`config.mk`:
```
export PLATFORM = sky130hd
export DESIGN_NAME = rgb_led_pulse_width_serializer
export DESIGN_NICKNAME = d
export VERILOG_FILES = /design/src/rlps_pkg.sv /design/src/rlps_engine.sv /design/src/rgb_led_pulse_width_serializer.sv
export VERILOG_INCLUDE_DIRS = /design/src /design/src/src
export SDC_FILE = /design/constraint.sdc
export NUM_CORES = 1
export LEC_CHECK = 0
export CAP_MARGIN = 15
export CORE_MARGIN = 2
export CORE_UTILIZATION = 55
export DETAILED_ROUTE_END_ITERATION = 16
export DONT_BUFFER_PORTS = 1
export PLACE_DENSITY = 0.7
export SLEW_MARGIN = 10
export SYNTH_ARGS = -nofsm -noshare
export SYNTH_HDL_FRONTEND = slang
export SYNTH_SLANG_ARGS = --single-unit
export TNS_END_PERCENT = 5
```
`constraint.sdc`:
```
create_clock -name clk -period 6.6 [get_ports clk]
set_input_delay 0.33 -clock clk [delete_from_list [all_inputs] [get_ports clk]]
set_output_delay 0.33 -clock clk [all_outputs]
set_load 0.01 [all_outputs]
```
`src/rgb_led_pulse_width_serializer_defines.svh`:
```
// ----------------------------------------------------------------------------
// Assertion macros for the RGB LED pulse-width serialiser
// Shared property forms, one per assertion at the end of the top level.
// ----------------------------------------------------------------------------
`ifndef RGB_LED_PULSE_WIDTH_SERIALIZER_DEFINES_SVH
`define RGB_LED_PULSE_WIDTH_SERIALIZER_DEFINES_SVH

// same-cycle implication
`define RLPS_ASSERT_IMPL(lbl, clk, rst_n, ante, cons, msg) \
    lbl: assert property (@(posedge clk) disable iff (!rst_n) (ante) |-> (cons)) \
        else $error(msg);

// next-cycle implication
`define RLPS_ASSERT_NEXT(lbl, clk, rst_n, ante, cons, msg) \
    lbl: assert property (@(posedge clk) disable iff (!rst_n) (ante) |=> (cons)) \
        else $error(msg);

`endif

```
`src/rlps_pkg.sv`:
```
// ----------------------------------------------------------------------------
// RGB LED pulse-width serialiser package
// Widths, register indices, reset values, opcodes and the result record.
// ----------------------------------------------------------------------------
`default_nettype none

package rlps_pkg;

    localparam int COLOUR_BITS = 24;
    localparam int SLOT_W      = 6;
    localparam int TICK_W      = 8;
    localparam int CFG_INDEX_W = 3;
    localparam int CFG_DATA_W  = 8;

    // register indices
    localparam logic [CFG_INDEX_W-1:0] CFG_BIT_PERIOD  = 3'd0;
    localparam logic [CFG_INDEX_W-1:0] CFG_ZERO_HIGH   = 3'd1;
    localparam logic [CFG_INDEX_W-1:0] CFG_ONE_HIGH    = 3'd2;
    localparam logic [CFG_INDEX_W-1:0] CFG_LEAD_SLOTS  = 3'd3;
    localparam logic [CFG_INDEX_W-1:0] CFG_TRAIL_SLOTS = 3'd4;

    localparam logic [7:0] RST_BIT_PERIOD  = 8'd80;
    localparam logic [7:0] RST_ZERO_HIGH   = 8'd20;
    localparam logic [7:0] RST_ONE_HIGH    = 8'd60;
    localparam logic [2:0] RST_LEAD_SLOTS  = 3'd2;
    localparam logic [2:0] RST_TRAIL_SLOTS = 3'd2;

    // opcodes carried in tuser
    localparam logic OP_TICK       = 1'b0;
    localparam logic OP_SET_COLOUR = 1'b1;

    typedef struct packed {
        logic frame_done;
        logic busy_res;
        logic line_level;
    } rlps_result_t;

endpackage

`default_nettype wire

```
`src/rlps_engine.sv`:
```
// ----------------------------------------------------------------------------
// RGB LED pulse-width serialiser engine
// Holds the configuration and frame state and advances it by one beat.
// ----------------------------------------------------------------------------
`default_nettype none

module rlps_engine
(
    input  wire logic                                clk,
    input  wire logic                                rst_n,
    input  wire logic                                cfg_we,
    input  wire logic [rlps_pkg::CFG_INDEX_W-1:0]    cfg_index,
    input  wire logic [rlps_pkg::CFG_DATA_W-1:0]     cfg_data,
    input  wire logic                                step,
    input  wire logic                                opcode,
    input  wire logic [7:0]                          red,
    input  wire logic [7:0]                          green,
    input  wire logic [7:0]                          blue,
    output rlps_pkg::rlps_result_t                   result
);
    import rlps_pkg::*;

    logic [7:0] bit_period_reg;
    logic [7:0] zero_high_reg;
    logic [7:0] one_high_reg;
    logic [2:0] lead_slots_reg;
    logic [2:0] trail_slots_reg;

    logic [23:0]            pending_colour_reg, pending_colour_next;
    logic                   colour_waiting_reg, colour_waiting_next;
    logic                   sending_reg, sending_next;
    logic [COLOUR_BITS-1:0] bit_shifter_reg, bit_shifter_next;
    logic [SLOT_W-1:0]      slot_index_reg, slot_index_next;
    logic [TICK_W-1:0]      tick_in_slot_reg, tick_in_slot_next;
    logic                   line_reg, line_next;
    logic                   done;

    logic                   start;
    logic [COLOUR_BITS-1:0] shifter_cur;
    logic [SLOT_W-1:0]      slot_cur;
    logic [SLOT_W-1:0]      slot_inc;
    logic [TICK_W-1:0]      tick_cur;
    logic [SLOT_W-1:0]      lead_ext;
    logic [SLOT_W-1:0]      data_end;
    logic [SLOT_W-1:0]      total;
    logic                   data_slot;
    logic [TICK_W-1:0]      last_tick;
    logic [TICK_W-1:0]      high_ticks;

    // configuration registers
    always_ff @(posedge clk or negedge rst_n)
    begin
        if (!rst_n)
        begin
            bit_period_reg  <= RST_BIT_PERIOD;
            zero_high_reg   <= RST_ZERO_HIGH;
            one_high_reg    <= RST_ONE_HIGH;
            lead_slots_reg  <= RST_LEAD_SLOTS;
            trail_slots_reg <= RST_TRAIL_SLOTS;
        end
        else if (cfg_we)
        begin
            unique case (cfg_index)
                CFG_BIT_PERIOD:  bit_period_reg  <= cfg_data;
                CFG_ZERO_HIGH:   zero_high_reg   <= cfg_data;
                CFG_ONE_HIGH:    one_high_reg    <= cfg_data;
                CFG_LEAD_SLOTS:  lead_slots_reg  <= cfg_data[2:0];
                CFG_TRAIL_SLOTS: trail_slots_reg <= cfg_data[2:0];
                default: ;
            endcase
        end
    end

    // a waiting colour starts its frame on the tick itself
    assign start       = !sending_reg && colour_waiting_reg;
    assign shifter_cur = start ? COLOUR_BITS'(pending_colour_reg) : bit_shifter_reg;
    assign slot_cur    = start ? '0 : slot_index_reg;
    assign tick_cur    = start ? '0 : tick_in_slot_reg;
    assign slot_inc    = slot_cur + SLOT_W'(1);
    assign lead_ext    = SLOT_W'(lead_slots_reg);
    assign data_end    = lead_ext + SLOT_W'(COLOUR_BITS);
    assign total       = data_end + SLOT_W'(trail_slots_reg);
    assign data_slot   = (slot_cur >= lead_ext) && (slot_cur < data_end);
    assign last_tick   = bit_period_reg - TICK_W'(1);
    assign high_ticks  = shifter_cur[COLOUR_BITS-1] ? one_high_reg : zero_high_reg;

    always_comb
    begin
        pending_colour_next = pending_colour_reg;
        colour_waiting_next = colour_waiting_reg;
        sending_next        = sending_reg;
        bit_shifter_next    = bit_shifter_reg;
        slot_index_next     = slot_index_reg;
        tick_in_slot_next   = tick_in_slot_reg;
        line_next           = line_reg;
        done                = 1'b0;

        if (opcode == OP_SET_COLOUR)
        begin
            pending_colour_next = {green, red, blue};
            colour_waiting_next = 1'b1;
        end
        else if (sending_reg || start)
        begin
            // a colour set during a frame keeps waiting for the next one
            if (start)
            begin
                colour_waiting_next = 1'b0;
            end
            sending_next        = 1'b1;
            bit_shifter_next    = shifter_cur;
            line_next           = data_slot && (tick_cur < high_ticks);
            if (tick_cur == last_tick)
            begin
                tick_in_slot_next = '0;
                if (data_slot)
                begin
                    bit_shifter_next = shifter_cur << 1;
                end
                slot_index_next = slot_inc;
                if (slot_inc >= total)
                begin
                    sending_next    = 1'b0;
                    slot_index_next = '0;
                    done            = 1'b1;
                end
            end
            else
            begin
                slot_index_next   = slot_cur;
                tick_in_slot_next = tick_cur + TICK_W'(1);
            end
        end
        else
        begin
            // idle tick: hold the line low
            line_next = 1'b0;
        end
    end

    always_ff @(posedge clk or negedge rst_n)
    begin
        if (!rst_n)
        begin
            pending_colour_reg <= '0;
            colour_waiting_reg <= 1'b0;
            sending_reg        <= 1'b0;
            bit_shifter_reg    <= '0;
            slot_index_reg     <= '0;
            tick_in_slot_reg   <= '0;
            line_reg           <= 1'b0;
        end
        else if (step)
        begin
            pending_colour_reg <= pending_colour_next;
            colour_waiting_reg <= colour_waiting_next;
            sending_reg        <= sending_next;
            bit_shifter_reg    <= bit_shifter_next;
            slot_index_reg     <= slot_index_next;
            tick_in_slot_reg   <= tick_in_slot_next;
            line_reg           <= line_next;
        end
    end

    assign result.line_level = line_next;
    assign result.busy_res   = sending_next;
    assign result.frame_done = done;

endmodule

`default_nettype wire

```
`src/rgb_led_pulse_width_serializer.sv`:
```
// ----------------------------------------------------------------------------
// RGB LED pulse-width serialiser
// Turns timer-tick and set-colour beats into the one-wire line level.
// ----------------------------------------------------------------------------
//  channel  | direction | contents
//  s_*      | in        | tdata: red[7:0] green[15:8] blue[23:16]; tuser: opcode
//  m_*      | out       | tdata: line_level[0] busy_res[1]; tlast: frame_done
//  cfg_*    | in        | write enable, register index, 8-bit data
//
//  One beat in and one beat out per cycle while the output is not stalled; each
//  result is registered on its way out, through an output register and a skid stage.
//  A stalled output fills the skid stage, which drops s_tready until it drains.
//  Reset is asynchronous: configuration returns to its defaults, no colour
//  waits and the line is low.
// ----------------------------------------------------------------------------
`default_nettype none

module rgb_led_pulse_width_serializer
(
    input  wire logic                              clk,
    input  wire logic                              rst_n,
    input  wire logic                              s_tvalid,
    output logic                                   s_tready,
    input  wire logic [23:0]                       s_tdata,  // red, green, blue
    input  wire logic                              s_tuser,  // opcode
    output logic                                   m_tvalid,
    input  wire logic                              m_tready,
    output logic [7:0]                             m_tdata,  // line_level, busy_res, zeros
    output logic                                   m_tlast,
    input  wire logic                              cfg_we,
    input  wire logic [rlps_pkg::CFG_INDEX_W-1:0]  cfg_index,
    input  wire logic [rlps_pkg::CFG_DATA_W-1:0]   cfg_data
);
    import rlps_pkg::*;

`include "rgb_led_pulse_width_serializer_defines.svh"

    logic         in_beat;
    logic         out_take;
    rlps_result_t step_res;
    rlps_result_t out_reg;
    rlps_result_t skid_reg;
    logic         out_valid_reg;
    logic         skid_valid_reg;

    assign s_tready = !skid_valid_reg;
    assign in_beat  = s_tvalid && s_tready;
    assign out_take = out_valid_reg && m_tready;

    rlps_engine u_engine
    (
        .clk       (clk),
        .rst_n     (rst_n),
        .cfg_we    (cfg_we),
        .cfg_index (cfg_index),
        .cfg_data  (cfg_data),
        .step      (in_beat),
        .opcode    (s_tuser),
        .red       (s_tdata[7:0]),
        .green     (s_tdata[15:8]),
        .blue      (s_tdata[23:16]),
        .result    (step_res)
    );

    always_ff @(posedge clk or negedge rst_n)
    begin
        if (!rst_n)
        begin
            out_valid_reg  <= 1'b0;
            skid_valid_reg <= 1'b0;
        end
        else if (skid_valid_reg)
        begin
            // drain the skid stage first
            if (out_take)
            begin
                skid_valid_reg <= 1'b0;
            end
        end
        else if (in_beat)
        begin
            if (out_valid_reg && !m_tready)
            begin
                skid_valid_reg <= 1'b1;
            end
            else
            begin
                out_valid_reg <= 1'b1;
            end
        end
        else if (out_take)
        begin
            out_valid_reg <= 1'b0;
        end
    end

    always_ff @(posedge clk)
    begin
        if (skid_valid_reg)
        begin
            if (out_take)
            begin
                out_reg <= skid_reg;
            end
        end
        else if (in_beat)
        begin
            if (out_valid_reg && !m_tready)
            begin
                skid_reg <= step_res;
            end
            else
            begin
                out_reg <= step_res;
            end
        end
    end

    assign m_tvalid = out_valid_reg;
    assign m_tdata  = {6'b0, out_reg.busy_res, out_reg.line_level};
    assign m_tlast  = out_reg.frame_done;

    `RLPS_ASSERT_IMPL(a_skid_behind_out, clk, rst_n, skid_valid_reg, out_valid_reg,
        "skid stage holds a beat while the output register is empty")
    `RLPS_ASSERT_IMPL(a_done_not_busy, clk, rst_n, m_tvalid && m_tlast, !m_tdata[1],
        "frame end reported while still busy")
    `RLPS_ASSERT_NEXT(a_stall_fills_skid, clk, rst_n, in_beat && out_valid_reg && !m_tready,
        skid_valid_reg, "beat taken under output stall was not held")

endmodule

`default_nettype wire
```
-- Word-level counts from Yosys, hierarchy flattened
Cells that the tools add are included.
- flip-flop bits (word level): 103
- output and inout port bits: 11
- word-level logic and storage cells: 98
- input bits: 41
- eq/ne operators: 8
- $lt $le $gt $ge: 4
- bitwise operators: 2
- multiplexer cells: 33
- add/sub/neg operators: 5
- reduce and logical (&&, ||, !) cells: 26
- operators by type and width (kind ; count):
    $mux W24 ; 3
    $mux W8 ; 3
    $mux W1 ; 20
    $mux W6 ; 3
    $reduce_and A3 Y1 ; 5
    $mux W3 ; 4
    $reduce_and A2 Y1 ; 6
    $add A8 B1 Y8 const B ; 1
    $eq A8 B8 Y1 ; 1
    $lt A8 B8 Y1 ; 1
    $reduce_bool A2 Y1 ; 4
    $sub A8 B1 Y8 const B ; 1
    $add A3 B5 Y6 const B ; 1
    $add A6 B1 Y6 const B ; 1
    $add A6 B3 Y6 ; 1
    $eq A3 B2 Y1 const B ; 2
    $ge A6 B3 Y1 ; 1
    $ge A6 B6 Y1 ; 1
    $logic_and A1 B1 Y1 ; 6
    $lt A6 B6 Y1 ; 1
    $ne A2 B2 Y1 const B ; 3
    $eq A3 B1 Y1 const B ; 1
    $eq A3 B3 Y1 const B ; 1
    $logic_not A1 Y1 ; 3
    other kinds (3) ; 4

-- Logic depth before layout (Yosys ltp)
Gate-level depths: netlist of run 1.
- depth in word-level cells: 12
- mapped depth: 14
- mapped depth without buffers: 14

-- Hierarchy
From an unflattened synthesis of run 1, not the netlist that was laid out.
- cell total of the unflattened synthesis: 536
- area, all modules: 5773.0 um^2
- by module, submodules not included (module ; area each (um^2) ; cells each ; instances ; seq. area each (um^2)):
    rlps_engine ; 5373.9 ; 506 ; 1 ; 2389.8
    rgb_led_pulse_width_serializer ; 399.1 ; 30 ; 1 ; 230.2

-- Least setup slack after synthesis of run 1
OpenSTA, ideal clock, no wires.
- path kind: register to register
- start point: register u_engine.sending_reg
- end point: register u_engine.bit_shifter_reg[11]
- required time: 6.523 ns
- setup slack: 3.222 ns
- setup time: 0.077 ns
- stages on the path, launching flop included: 15
- period minus slack after synthesis: 3.378 ns
- data arrival time: 3.302 ns
- buffers on the path: 4
- cells stage by stage: dfrtp_1 > nand2b_1 > clkbuf_1 > clkbuf_1 > clkbuf_1 > nand2_1 > inv_1 > ha_1 > a21o_1 > a31oi_1 > o311a_1 > nor4b_4 > buf_2 > mux2_1 > o21ai_1
- word-level cells in the longest chain between the ends: 7
- elaborated cells between the ends (all ways): 13
- classes of those cells: 2 x order compare; 1 x eq/ne; 5 x mux; 5 x reduce/logical
- RTL lines (item ; RTL line ; source):
    start, declared ; rlps_engine.sv:31 ; logic sending_reg, sending_next;
    start signal, assigned ; rlps_engine.sv:157 ; sending_reg <= sending_next;
    $logic_not A1 Y1 ; rlps_engine.sv:75 ; assign start = !sending_reg && colour_waiting_reg;
    $logic_and A1 B1 Y1 ; rlps_engine.sv:75 ;
    $mux W6 ; rlps_engine.sv:77 ; assign slot_cur = start ? '0 : slot_index_reg;
    $ge A6 B3 Y1 or $lt A6 B6 Y1 (tied branches) ; rlps_engine.sv:83 ; assign data_slot = (slot_cur >= lead_ext) && (slot_cur < data_end);
    $logic_and A1 B1 Y1 ; rlps_engine.sv:83 ;
    $mux W24 ; rlps_engine.sv:116 ; if (data_slot)
    $mux W24 ; rlps_engine.sv:113 ; if (tick_cur == last_tick)
    end signal, assigned ; rlps_engine.sv:158 ; bit_shifter_reg <= bit_shifter_next;
    end, declared ; rlps_engine.sv:32 ; logic [COLOUR_BITS-1:0] bit_shifter_reg, bit_shifter_next;
Several ways; a longest one is shown, not always the timed one.
A chain may end at the register's enable or synchronous reset.

-- Final worst setup path of run 1
- start point: register u_engine.colour_waiting_reg
- end point: register out_reg, in the netlist m_tdata[0] (data pin)
- word-level cells in the longest chain between the ends: 10
- elaborated cells between the ends (all ways): 16
- classes of those cells: 3 x order compare; 9 x mux; 4 x reduce/logical
- RTL lines (item ; RTL line ; source):
    start, declared ; rlps_engine.sv:30 ; logic colour_waiting_reg, colour_waiting_next;
    start signal, assigned ; rlps_engine.sv:156 ; colour_waiting_reg <= colour_waiting_next;
    $logic_and A1 B1 Y1 * ; rlps_engine.sv:75 ;
    $mux W24 or $mux W6 (tied branches) ; rlps_engine.sv:76, rlps_engine.sv:77 ;
    $mux W8 (tied with other cells) ; rlps_engine.sv:85 ; assign high_ticks = shifter_cur[COLOUR_BITS-1] ? one_high_reg : zero_high_reg;
    $lt A8 B8 Y1 or $logic_and A1 B1 Y1 (tied branches) ; rlps_engine.sv:112, rlps_engine.sv:83 ;
    $logic_and A1 B1 Y1 ; rlps_engine.sv:112 ; line_next = data_slot && (tick_cur < high_ticks);
    $mux W1 * ; rlps_engine.sv:103 ; else if (sending_reg || start)
    $mux W1 * ; rlps_engine.sv:98 ; if (opcode == OP_SET_COLOUR)
    via u_engine.line_next ; rlps_engine.sv:35 ; logic line_reg, line_next;
    $mux W3 * ; rgb_led_pulse_width_serializer.sv:108 ; if (out_valid_reg && !m_tready)
    $mux W3 * ; rgb_led_pulse_width_serializer.sv:106 ; else if (in_beat)
    $mux W3 * ; rgb_led_pulse_width_serializer.sv:99 ; if (skid_valid_reg)
    end signal, assigned ; rgb_led_pulse_width_serializer.sv:103 ; out_reg <= skid_reg;
    end signal, assigned ; rgb_led_pulse_width_serializer.sv:114 ; out_reg <= step_res;
    end, declared ; rgb_led_pulse_width_serializer.sv:41 ; rlps_result_t out_reg;
The timed path passes the listed nets; every way through them passes the cells marked *. The select of a mux whose other input is x is not followed.

==> flow_metrics.env, run 1 <==
export IMPL_drt_wl_total_mm=10.93
export IMPL_finalClockSkew_ps=22.19
export IMPL_place_gp_congestion=0.8680
export IMPL_overflow=0
export IMPL_most_common_layout_cells="dfrtp_1, mux2_1, nand2_1, o21ai_1, mux2i_1"
export IMPL_cts_path_max_buffers=2
export IMPL_cp_max_fo=22
export IMPL_vias=3868
export IMPL_path_clk_slew_ps=120
export IMPL_ys_seq_area_frac=0.4569
export IMPL_ys_flop_type="dfrtp_1"
export IMPL_power_share_sequential=0.464
export IMPL_endpoint_kind="register"
export IMPL_rsz0062_at_grt="no"
export IMPL_drt_initial_drc_count=160
export IMPL_top_layer_used="met4"
export IMPL_drive_gt1_frac=0.1231
export IMPL_finalSetupTns_ps=0
export IMPL_syn_area_per_cell_um2=10.84
export IMPL_syn_inst=529
export IMPL_routed_wl_met2_mm=5.240
export IMPL_grt_first_pass_wirelength_mm=18.50
export IMPL_ys_types=62
export IMPL_async_reset_ff_frac=0.9417
export IMPL_start_util=0.5605
export IMPL_drc_errors=0
export IMPL_grt_start_max_net_pins=98
export IMPL_place_hpwl_mm=7.761
export IMPL_dpl_cell_area_um2=5823
export IMPL_powerDensity_nw_per_um2=365.4
export IMPL_cts_tree="yes"
export IMPL_irDropWorstVdd_v=0.0001636
export IMPL_core_area_um2=10230
export IMPL_drt_met1_wl_mm=5.018
export IMPL_fp_dieW_um=106.1
export IMPL_clock_latency_ps=370
export IMPL_antenna_found_initial=0
export IMPL_reg2reg_to="m_tdata[0]"
export IMPL_synthTopCellsByArea="dfrtp_1, mux2_1, mux2i_1, dfstp_2, ha_1"
export IMPL_diodes=0
export IMPL_max_cap_viol_count=0
export IMPL_final_area_um2=6075
export IMPL_cts_sinks=103
export IMPL_mostFrequentLayoutCell="dfrtp_1"
export IMPL_pwr_share_clk=0.191
export IMPL_track_usage=0.2052
export IMPL_wire_per_inst_um=16.47
export IMPL_worstPathArrival_ps=3880
export IMPL_multiInputGateArea_um2=2913
export IMPL_synth_top_area_cell="dfrtp_1"
export IMPL_path_class="register to register"
export IMPL_die_area_um2=11260
export IMPL_io_pins=52
export IMPL_ys_ff_latch=103
export IMPL_run_status="finished clean"
export IMPL_yosysTopAreaCellShare=0.3797
export IMPL_htree_levels=3
export IMPL_grt_pass1_vias=3854
export IMPL_fin_crit_ps=3750
export IMPL_hold_end="skid_valid_reg"
export IMPL_internal_power_mw=1.428
export IMPL_tightest_slew_ps=975.4
export IMPL_timing_hold_violations_final=0
export IMPL_syn_area_um2=5734
export IMPL_worstHoldStart="m_tready"
export IMPL_cp_required_ps=6730
export IMPL_cts_buffers=9
export IMPL_fmax_ghz=0.2666
export IMPL_hold_path_class="primary input to register"
export IMPL_swShare=0.3567
export IMPL_met3_length_um=436
export IMPL_yosys_warnings=0
export IMPL_critPathLaunchType="register"
export IMPL_switchingPower_mw=0.7917
export IMPL_regArea_um2=2620
export IMPL_clockRootBuffer="clkbuf_8"
export IMPL_num_rows=37
export IMPL_synth_edf_count=6
export IMPL_nets=585
export IMPL_min_delay_path_depth=1
export IMPL_via_per_inst=5.825
export IMPL_p_leak_nw=2.731
export IMPL_chipHeight_um=106.1
export IMPL_setup_viol=0
export IMPL_finalCritPeriodShare=0.5682
export IMPL_r2r_start="u_engine.colour_waiting_reg"
export IMPL_rrSetupSlack_ps=2850
export IMPL_ctsResizeCount=0
export IMPL_first_pass_iters=4
export IMPL_power_share_combinational=0.345
export IMPL_syn_to_final_growth_pct=5.935
export IMPL_postRouteAntennaNets=0
export IMPL_final_max_slew_viol_count=0
export IMPL_relSlewSlack=0.3312
export IMPL_rr_worst_depth=10
export IMPL_nFillCells=843
export IMPL_port_buffers=0
## synth_stat cells, types with 2 or more instances
master    instances
inv_1            19
a21o_1            7
nand4_1           4
xnor3_1           3
edfxtp_1          6
mux2_2           21
fa_1              2
nor3_1            7
nand2_1          53
mux2_1           54
or3_1             5
a21oi_1          13
a31oi_1           5
clkbuf_1         15
nor2b_1           3
nand3_1          16
xor2_1            3
o221ai_1          4
buf_2             7
inv_2             2
xnor2_1           6
dfrtp_1          87
or4b_1            2
mux2i_1          33
o21ai_1          37
buf_4             6
or4_1             2
nand3b_1          2
and2_1            5
nand2b_1          3
dfstp_2          10
o21ai_0          13
o31ai_2           3
ha_1             19
o22ai_1           3
and3_1            3
nor2_1           21
## worst max-delay path: stages, from the launching register on
cell,delay (ps)
dfrtp_1,440
nor2b_2,750
mux2i_1,900
mux2i_1,210
ha_1,360
nand4_1,120
nor2_1,130
nor3_1,60
nand4_1,190
nand2_1,90
mux2_2,270
## how the worst max path moves through the flow
stage / end / depth (start not counted) / slack, ps / from
2_1_floorplan: u_engine.bit_shifter_reg[11] / 14 / 3220 / u_engine.sending_reg
3_3_place_gp: m_tdata[0] / 10 / 3110 / u_engine.colour_waiting_reg
3_5_place_dp: m_tdata[0] / 10 / 2890 / u_engine.colour_waiting_reg
4_1_cts: m_tdata[0] / 10 / 2850 / u_engine.colour_waiting_reg
5_1_grt: m_tdata[0] / 10 / 2570 / u_engine.colour_waiting_reg
6_report: m_tdata[0] / 10 / 2850 / u_engine.colour_waiting_reg
## power groups by stage
stage               registers (mW)  clock network (mW)  logic (mW)
floorplan                    0.988                   0       0.627
global placement              1.04                   0       0.715
detailed placement            1.04                   0       0.752
CTS                           1.03               0.434       0.772
global route                  1.06               0.459       0.868
finish                        1.03               0.424       0.765
## layout make-up
type                    count  area share
inverters                  22     0.01359
clock inverters             6     0.01421
clock buffers              10     0.02101
flip-flops and latches    103      0.4313
multi-input cells         380      0.4795
well taps                 136     0.02801
repair buffers              7     0.01236
## cell families (layout without fill, tap and decap cells)
| family | Yosys count | in the layout | synth area share |
|---|---|---|---|
| simple gates | 137 | 137 | 0.1222 |
| compound gates | 96 | 96 | 0.1026 |
| xor+xnor | 12 | 12 | 0.02553 |
| flops | 103 | 103 | 0.4569 |
| buf+inv | 51 | 45 | 0.03884 |
| mux | 108 | 108 | 0.2049 |
| other cells | 1 | 6 | 0.0006540 |
| fa+ha+maj | 21 | 21 | 0.04844 |
## routing by layer
metal / vias up / track usage
met4: 0 / 0.07049
met1: 1896 / 0.2740
met5: - / 0
met2: 74 / 0.3283
li1: 1878 / -
met3: 20 / 0.05028
## metrics by stage
stage | setup WS, ps | utilization | instances | hold WS [ps] | power (mW)
final | 2850 | 0.5937 | 664 | 25.27 | 2.219
after global routing | 2570 | 0.5937 | 664 | 3.170 | 2.386
after CTS | 2851 | 0.5937 | 664 | 14.02 | 2.237
after detailed placement | 2889 | 0.5692 | 646 | 38.52 | 1.797
after global placement | 3108 | 0.5692 | 646 | 38.61 | 1.752
after floorplan | 3222 | - | 534 | 34.41 | 1.615
## repair_timing
item                                    4_1_cts  5_1_grt
buffers inserted                              0        0
hold endpoints to repair                     97        0
endpoints found under the setup margin        0        0
hold buffers                                  2        0
No activity file was read; power rests on OpenSTA's default activity.
==> inputs of run 2 (changes only) <==
--- a/config.mk
+++ b/config.mk
@@ -6,12 +6,13 @@
 export SDC_FILE = /design/constraint.sdc
 export NUM_CORES = 1
 export LEC_CHECK = 0
+export ABC_AREA = 1
 export CAP_MARGIN = 15
 export CORE_MARGIN = 2
 export CORE_UTILIZATION = 55
 export DETAILED_ROUTE_END_ITERATION = 16
 export DONT_BUFFER_PORTS = 1
-export PLACE_DENSITY = 0.7
+export PLACE_DENSITY = 0.73
 export SLEW_MARGIN = 10
 export SYNTH_ARGS = -nofsm -noshare
 export SYNTH_HDL_FRONTEND = slang
==> constraint.sdc (replaced) <==
create_clock -name clk -period 3.1 [get_ports clk]
set_input_delay 0.155 -clock clk [delete_from_list [all_inputs] [get_ports clk]]
set_output_delay 0.155 -clock clk [all_outputs]
set_load 0.01 [all_outputs]
==> flow_metrics.env, run 2 <==
export IMPL_fp_dieW_um=110.4
export IMPL_relSlewSlack=0.6258
export IMPL_first_pass_iters=5
export IMPL_finalClockSkew_ps=9.161
export IMPL_final_max_slew_viol_count=0
export IMPL_rrSetupSlack_ps=330
export IMPL_place_inst=998
export IMPL_worstPathArrival_ps=2880
export IMPL_r2r_start="u_engine.sending_reg"
export IMPL_track_usage=0.2375
export IMPL_vias=5570
export IMPL_io_pins=52
export IMPL_async_reset_ff_frac=0.9417
export IMPL_timing_hold_violations_final=0
export IMPL_ys_types=36
export IMPL_synthAdderAreaFrac=0.04459
export IMPL_ctsResizeCount=0
export IMPL_htree_levels=3
export IMPL_num_rows=38
export IMPL_syn_area_um2=6230
export IMPL_worstSetupStartpoint="u_engine.sending_reg"
export IMPL_synth_edf_count=6
export IMPL_yosysTopAreaCellShare=0.3495
export IMPL_die_area_um2=12190
export IMPL_met3_length_um=559
export IMPL_post_cts_buffers=0
export IMPL_rsz0062_at_grt="no"
export IMPL_path_clk_slew_ps=70
export IMPL_finalSetupTns_ps=0
export IMPL_drive_gt1_frac=0.05967
export IMPL_slowest_delay_ps=420
export IMPL_critPathLaunchType="register"
export IMPL_dpl_cell_area_um2=6262
export IMPL_syn_inst=883
export IMPL_endpoint_kind="register"
export IMPL_max_cap_viol_count=0
export IMPL_syn_area_per_cell_um2=7.055
export IMPL_drt_met1_wl_mm=6.308
export IMPL_most_common_layout_cells="nand2_1, inv_1, dfrtp_1, o21ai_0, nand3_1"
export IMPL_place_hpwl_mm=9.471
export IMPL_min_delay_path_depth=2
export IMPL_tightest_slew_ps=559.7
export IMPL_drc_errors=0
export IMPL_p_leak_nw=3.750
export IMPL_instances_no_fill=1045
export IMPL_cts_path_max_buffers=2
export IMPL_setup_viol=0
export IMPL_antenna_found_initial=0
export IMPL_chipHeight_um=110.4
export IMPL_core_area_um2=10940
export IMPL_clock_latency_ps=360
export IMPL_ys_flop_type="dfrtp_1"
export IMPL_cts_buffers=9
export IMPL_top_layer_used="met4"
export IMPL_place_gp_congestion=0.8977
export IMPL_finalCritPeriodShare=0.8921
export IMPL_nFillCells=980
export IMPL_cp_slowest_cell="dfrtp_1"
export IMPL_postRouteAntennaNets=0
export IMPL_irDropWorstVdd_v=0.0003868
export IMPL_regArea_um2=2620
export IMPL_postCtsHoldBufs=31
export IMPL_diodes=0
export IMPL_path_class="register to register"
export IMPL_final_util=0.6292
export IMPL_overflow=0
export IMPL_drt_initial_drc_count=382
export IMPL_cp_max_fo=10
export IMPL_grt_first_pass_wirelength_mm=24.13
export IMPL_fin_crit_ps=2765
export IMPL_fmax_ghz=0.3616
export IMPL_synth_common_cells="nand2_1, dfrtp_1, inv_1"
export IMPL_final_area_um2=6880
export IMPL_port_buffers=0
export IMPL_start_util=0.5697
export IMPL_synthMuxAreaShare=0.01305
export IMPL_syn_to_final_growth_pct=10.44
export IMPL_synth_simple_area_share=0.3318
export IMPL_rr_worst_depth=18
export IMPL_clockRootBuffer="clkbuf_16"
export IMPL_synth_compound_area_frac=0.09098
export IMPL_synthXorXnorAreaFrac=0.005624
export IMPL_grt_start_max_net_pins=98
export IMPL_pre_cts_slack_ps=396.9
export IMPL_synth_top_family_by_area="simple AND/OR/NAND/NOR gates"
export IMPL_cp_required_ps=3220
export IMPL_worstHoldStart="cfg_data[7]"
export IMPL_multiInputGateArea_um2=3050
export IMPL_p_total_mw=3.105
export IMPL_timing_hold_ws_ps=1.690
export IMPL_nets=962
export IMPL_wire_per_inst_um=13.37
export IMPL_powerDensity_nw_per_um2=451.2
export IMPL_setup_slack_ps=334.6
export IMPL_yosysMostFrequentCell="nand2_1"
export IMPL_yosys_warnings=0
export IMPL_cpMostUsedCell="nand2_1"
export IMPL_drt_wl_total_mm=13.97
export IMPL_ys_ff_latch=103
export IMPL_cts_sinks=103
export IMPL_mostFrequentLayoutCell="nand2_1"
export IMPL_cts_tree="yes"
export IMPL_routed_wl_met2_mm=6.821
export IMPL_crit_chain="inv_2 > nand2_4 > nand2_1 > inv_1 > nand3_1 > nor2_1 > nand2_1 > xor2_1 > ha_1 > nand2_1 > a21oi_1 > a211oi_1 > nand2_1 > nand3_1 > nand2_1 > nand2_1 > nand2_1 > nand2_1"
export IMPL_grt_pass1_vias=5310
export IMPL_ys_seq_area_frac=0.4206
export IMPL_hold_path_class="primary input to register"
export IMPL_hold_end="u_engine.zero_high_reg[7]"
export IMPL_synth_top_area_cell="dfrtp_1"
export IMPL_synthTopCellsByArea="dfrtp_1, nand2_1, o21ai_0, nand3_1, inv_1"
export IMPL_via_per_inst=5.330
export IMPL_reg2reg_to="m_tdata[1]"
export IMPL_run_status="finished clean"
## run 2: cell count changes after synthesis, sizes merged, moves of 17 or more
cell,before,now
mux2,75,1
nand2,53,378
mux2i,33,7
nand3,16,68
o21ai,50,67
a21oi,13,36
inv,21,89
nor2,21,54
## run 2: critical path: cells and delay by family, from the launching register on
kind | cells | cell delay, ps
AND/OR/NAND/NOR | 12 | 1220
flip-flops | 1 | 420
buffers and inverters | 2 | 190
adder cells (fa/ha/maj) | 1 | 320
XOR/XNOR | 1 | 170
AO/OA/AOI/OAI | 2 | 200
## run 2: cell families after synthesis
kind of cell	count (synthesis)
adders and majority gates	21
other	1
buffers and inverters	130
xor gates and xnor gates	4
and+or+nand+nor	507
muxes	8
AOI/OAI and AO/OA	109
DFF	103
## run 2: report_power, final
part	leakage [nW]	switching [mW]	internal, mW	total (mW)
clock	0.132	0.510	0.622	1.13
combinational	2.42	0.286	0.179	0.465
sequential	1.20	0.0627	1.44	1.51
total	3.75	0.859	2.25	3.10
## run 2: metal layers
layer	GRT usage	vias up
met4	0.09167	0
li1	-	2803
met1	0.3041	2601
met2	0.4098	147
met5	0	-
met3	0.03128	19
## run 2: layout make-up
| cell class | count | share of cell area |
|---|---|---|
| tap | 140 | 0.02546 |
| multi-input combinational | 655 | 0.4434 |
| sequential | 103 | 0.3808 |
| clock buffer | 10 | 0.03328 |
| clock inverter | 6 | 0.008911 |
| inverter | 89 | 0.04855 |
| timing repair buffer | 42 | 0.05965 |
## run 2: worst max path at each step
stage | end | slack [ps] | cells after the start
final | m_tdata[1] | 330 | 18
after global routing | m_tdata[1] | 50 | 18
after CTS | m_tdata[1] | 370 | 18
after detailed placement | m_tdata[1] | 400 | 18
after global placement | m_tdata[1] | 490 | 15
after floorplan | m_tdata[1] | 620 | 15
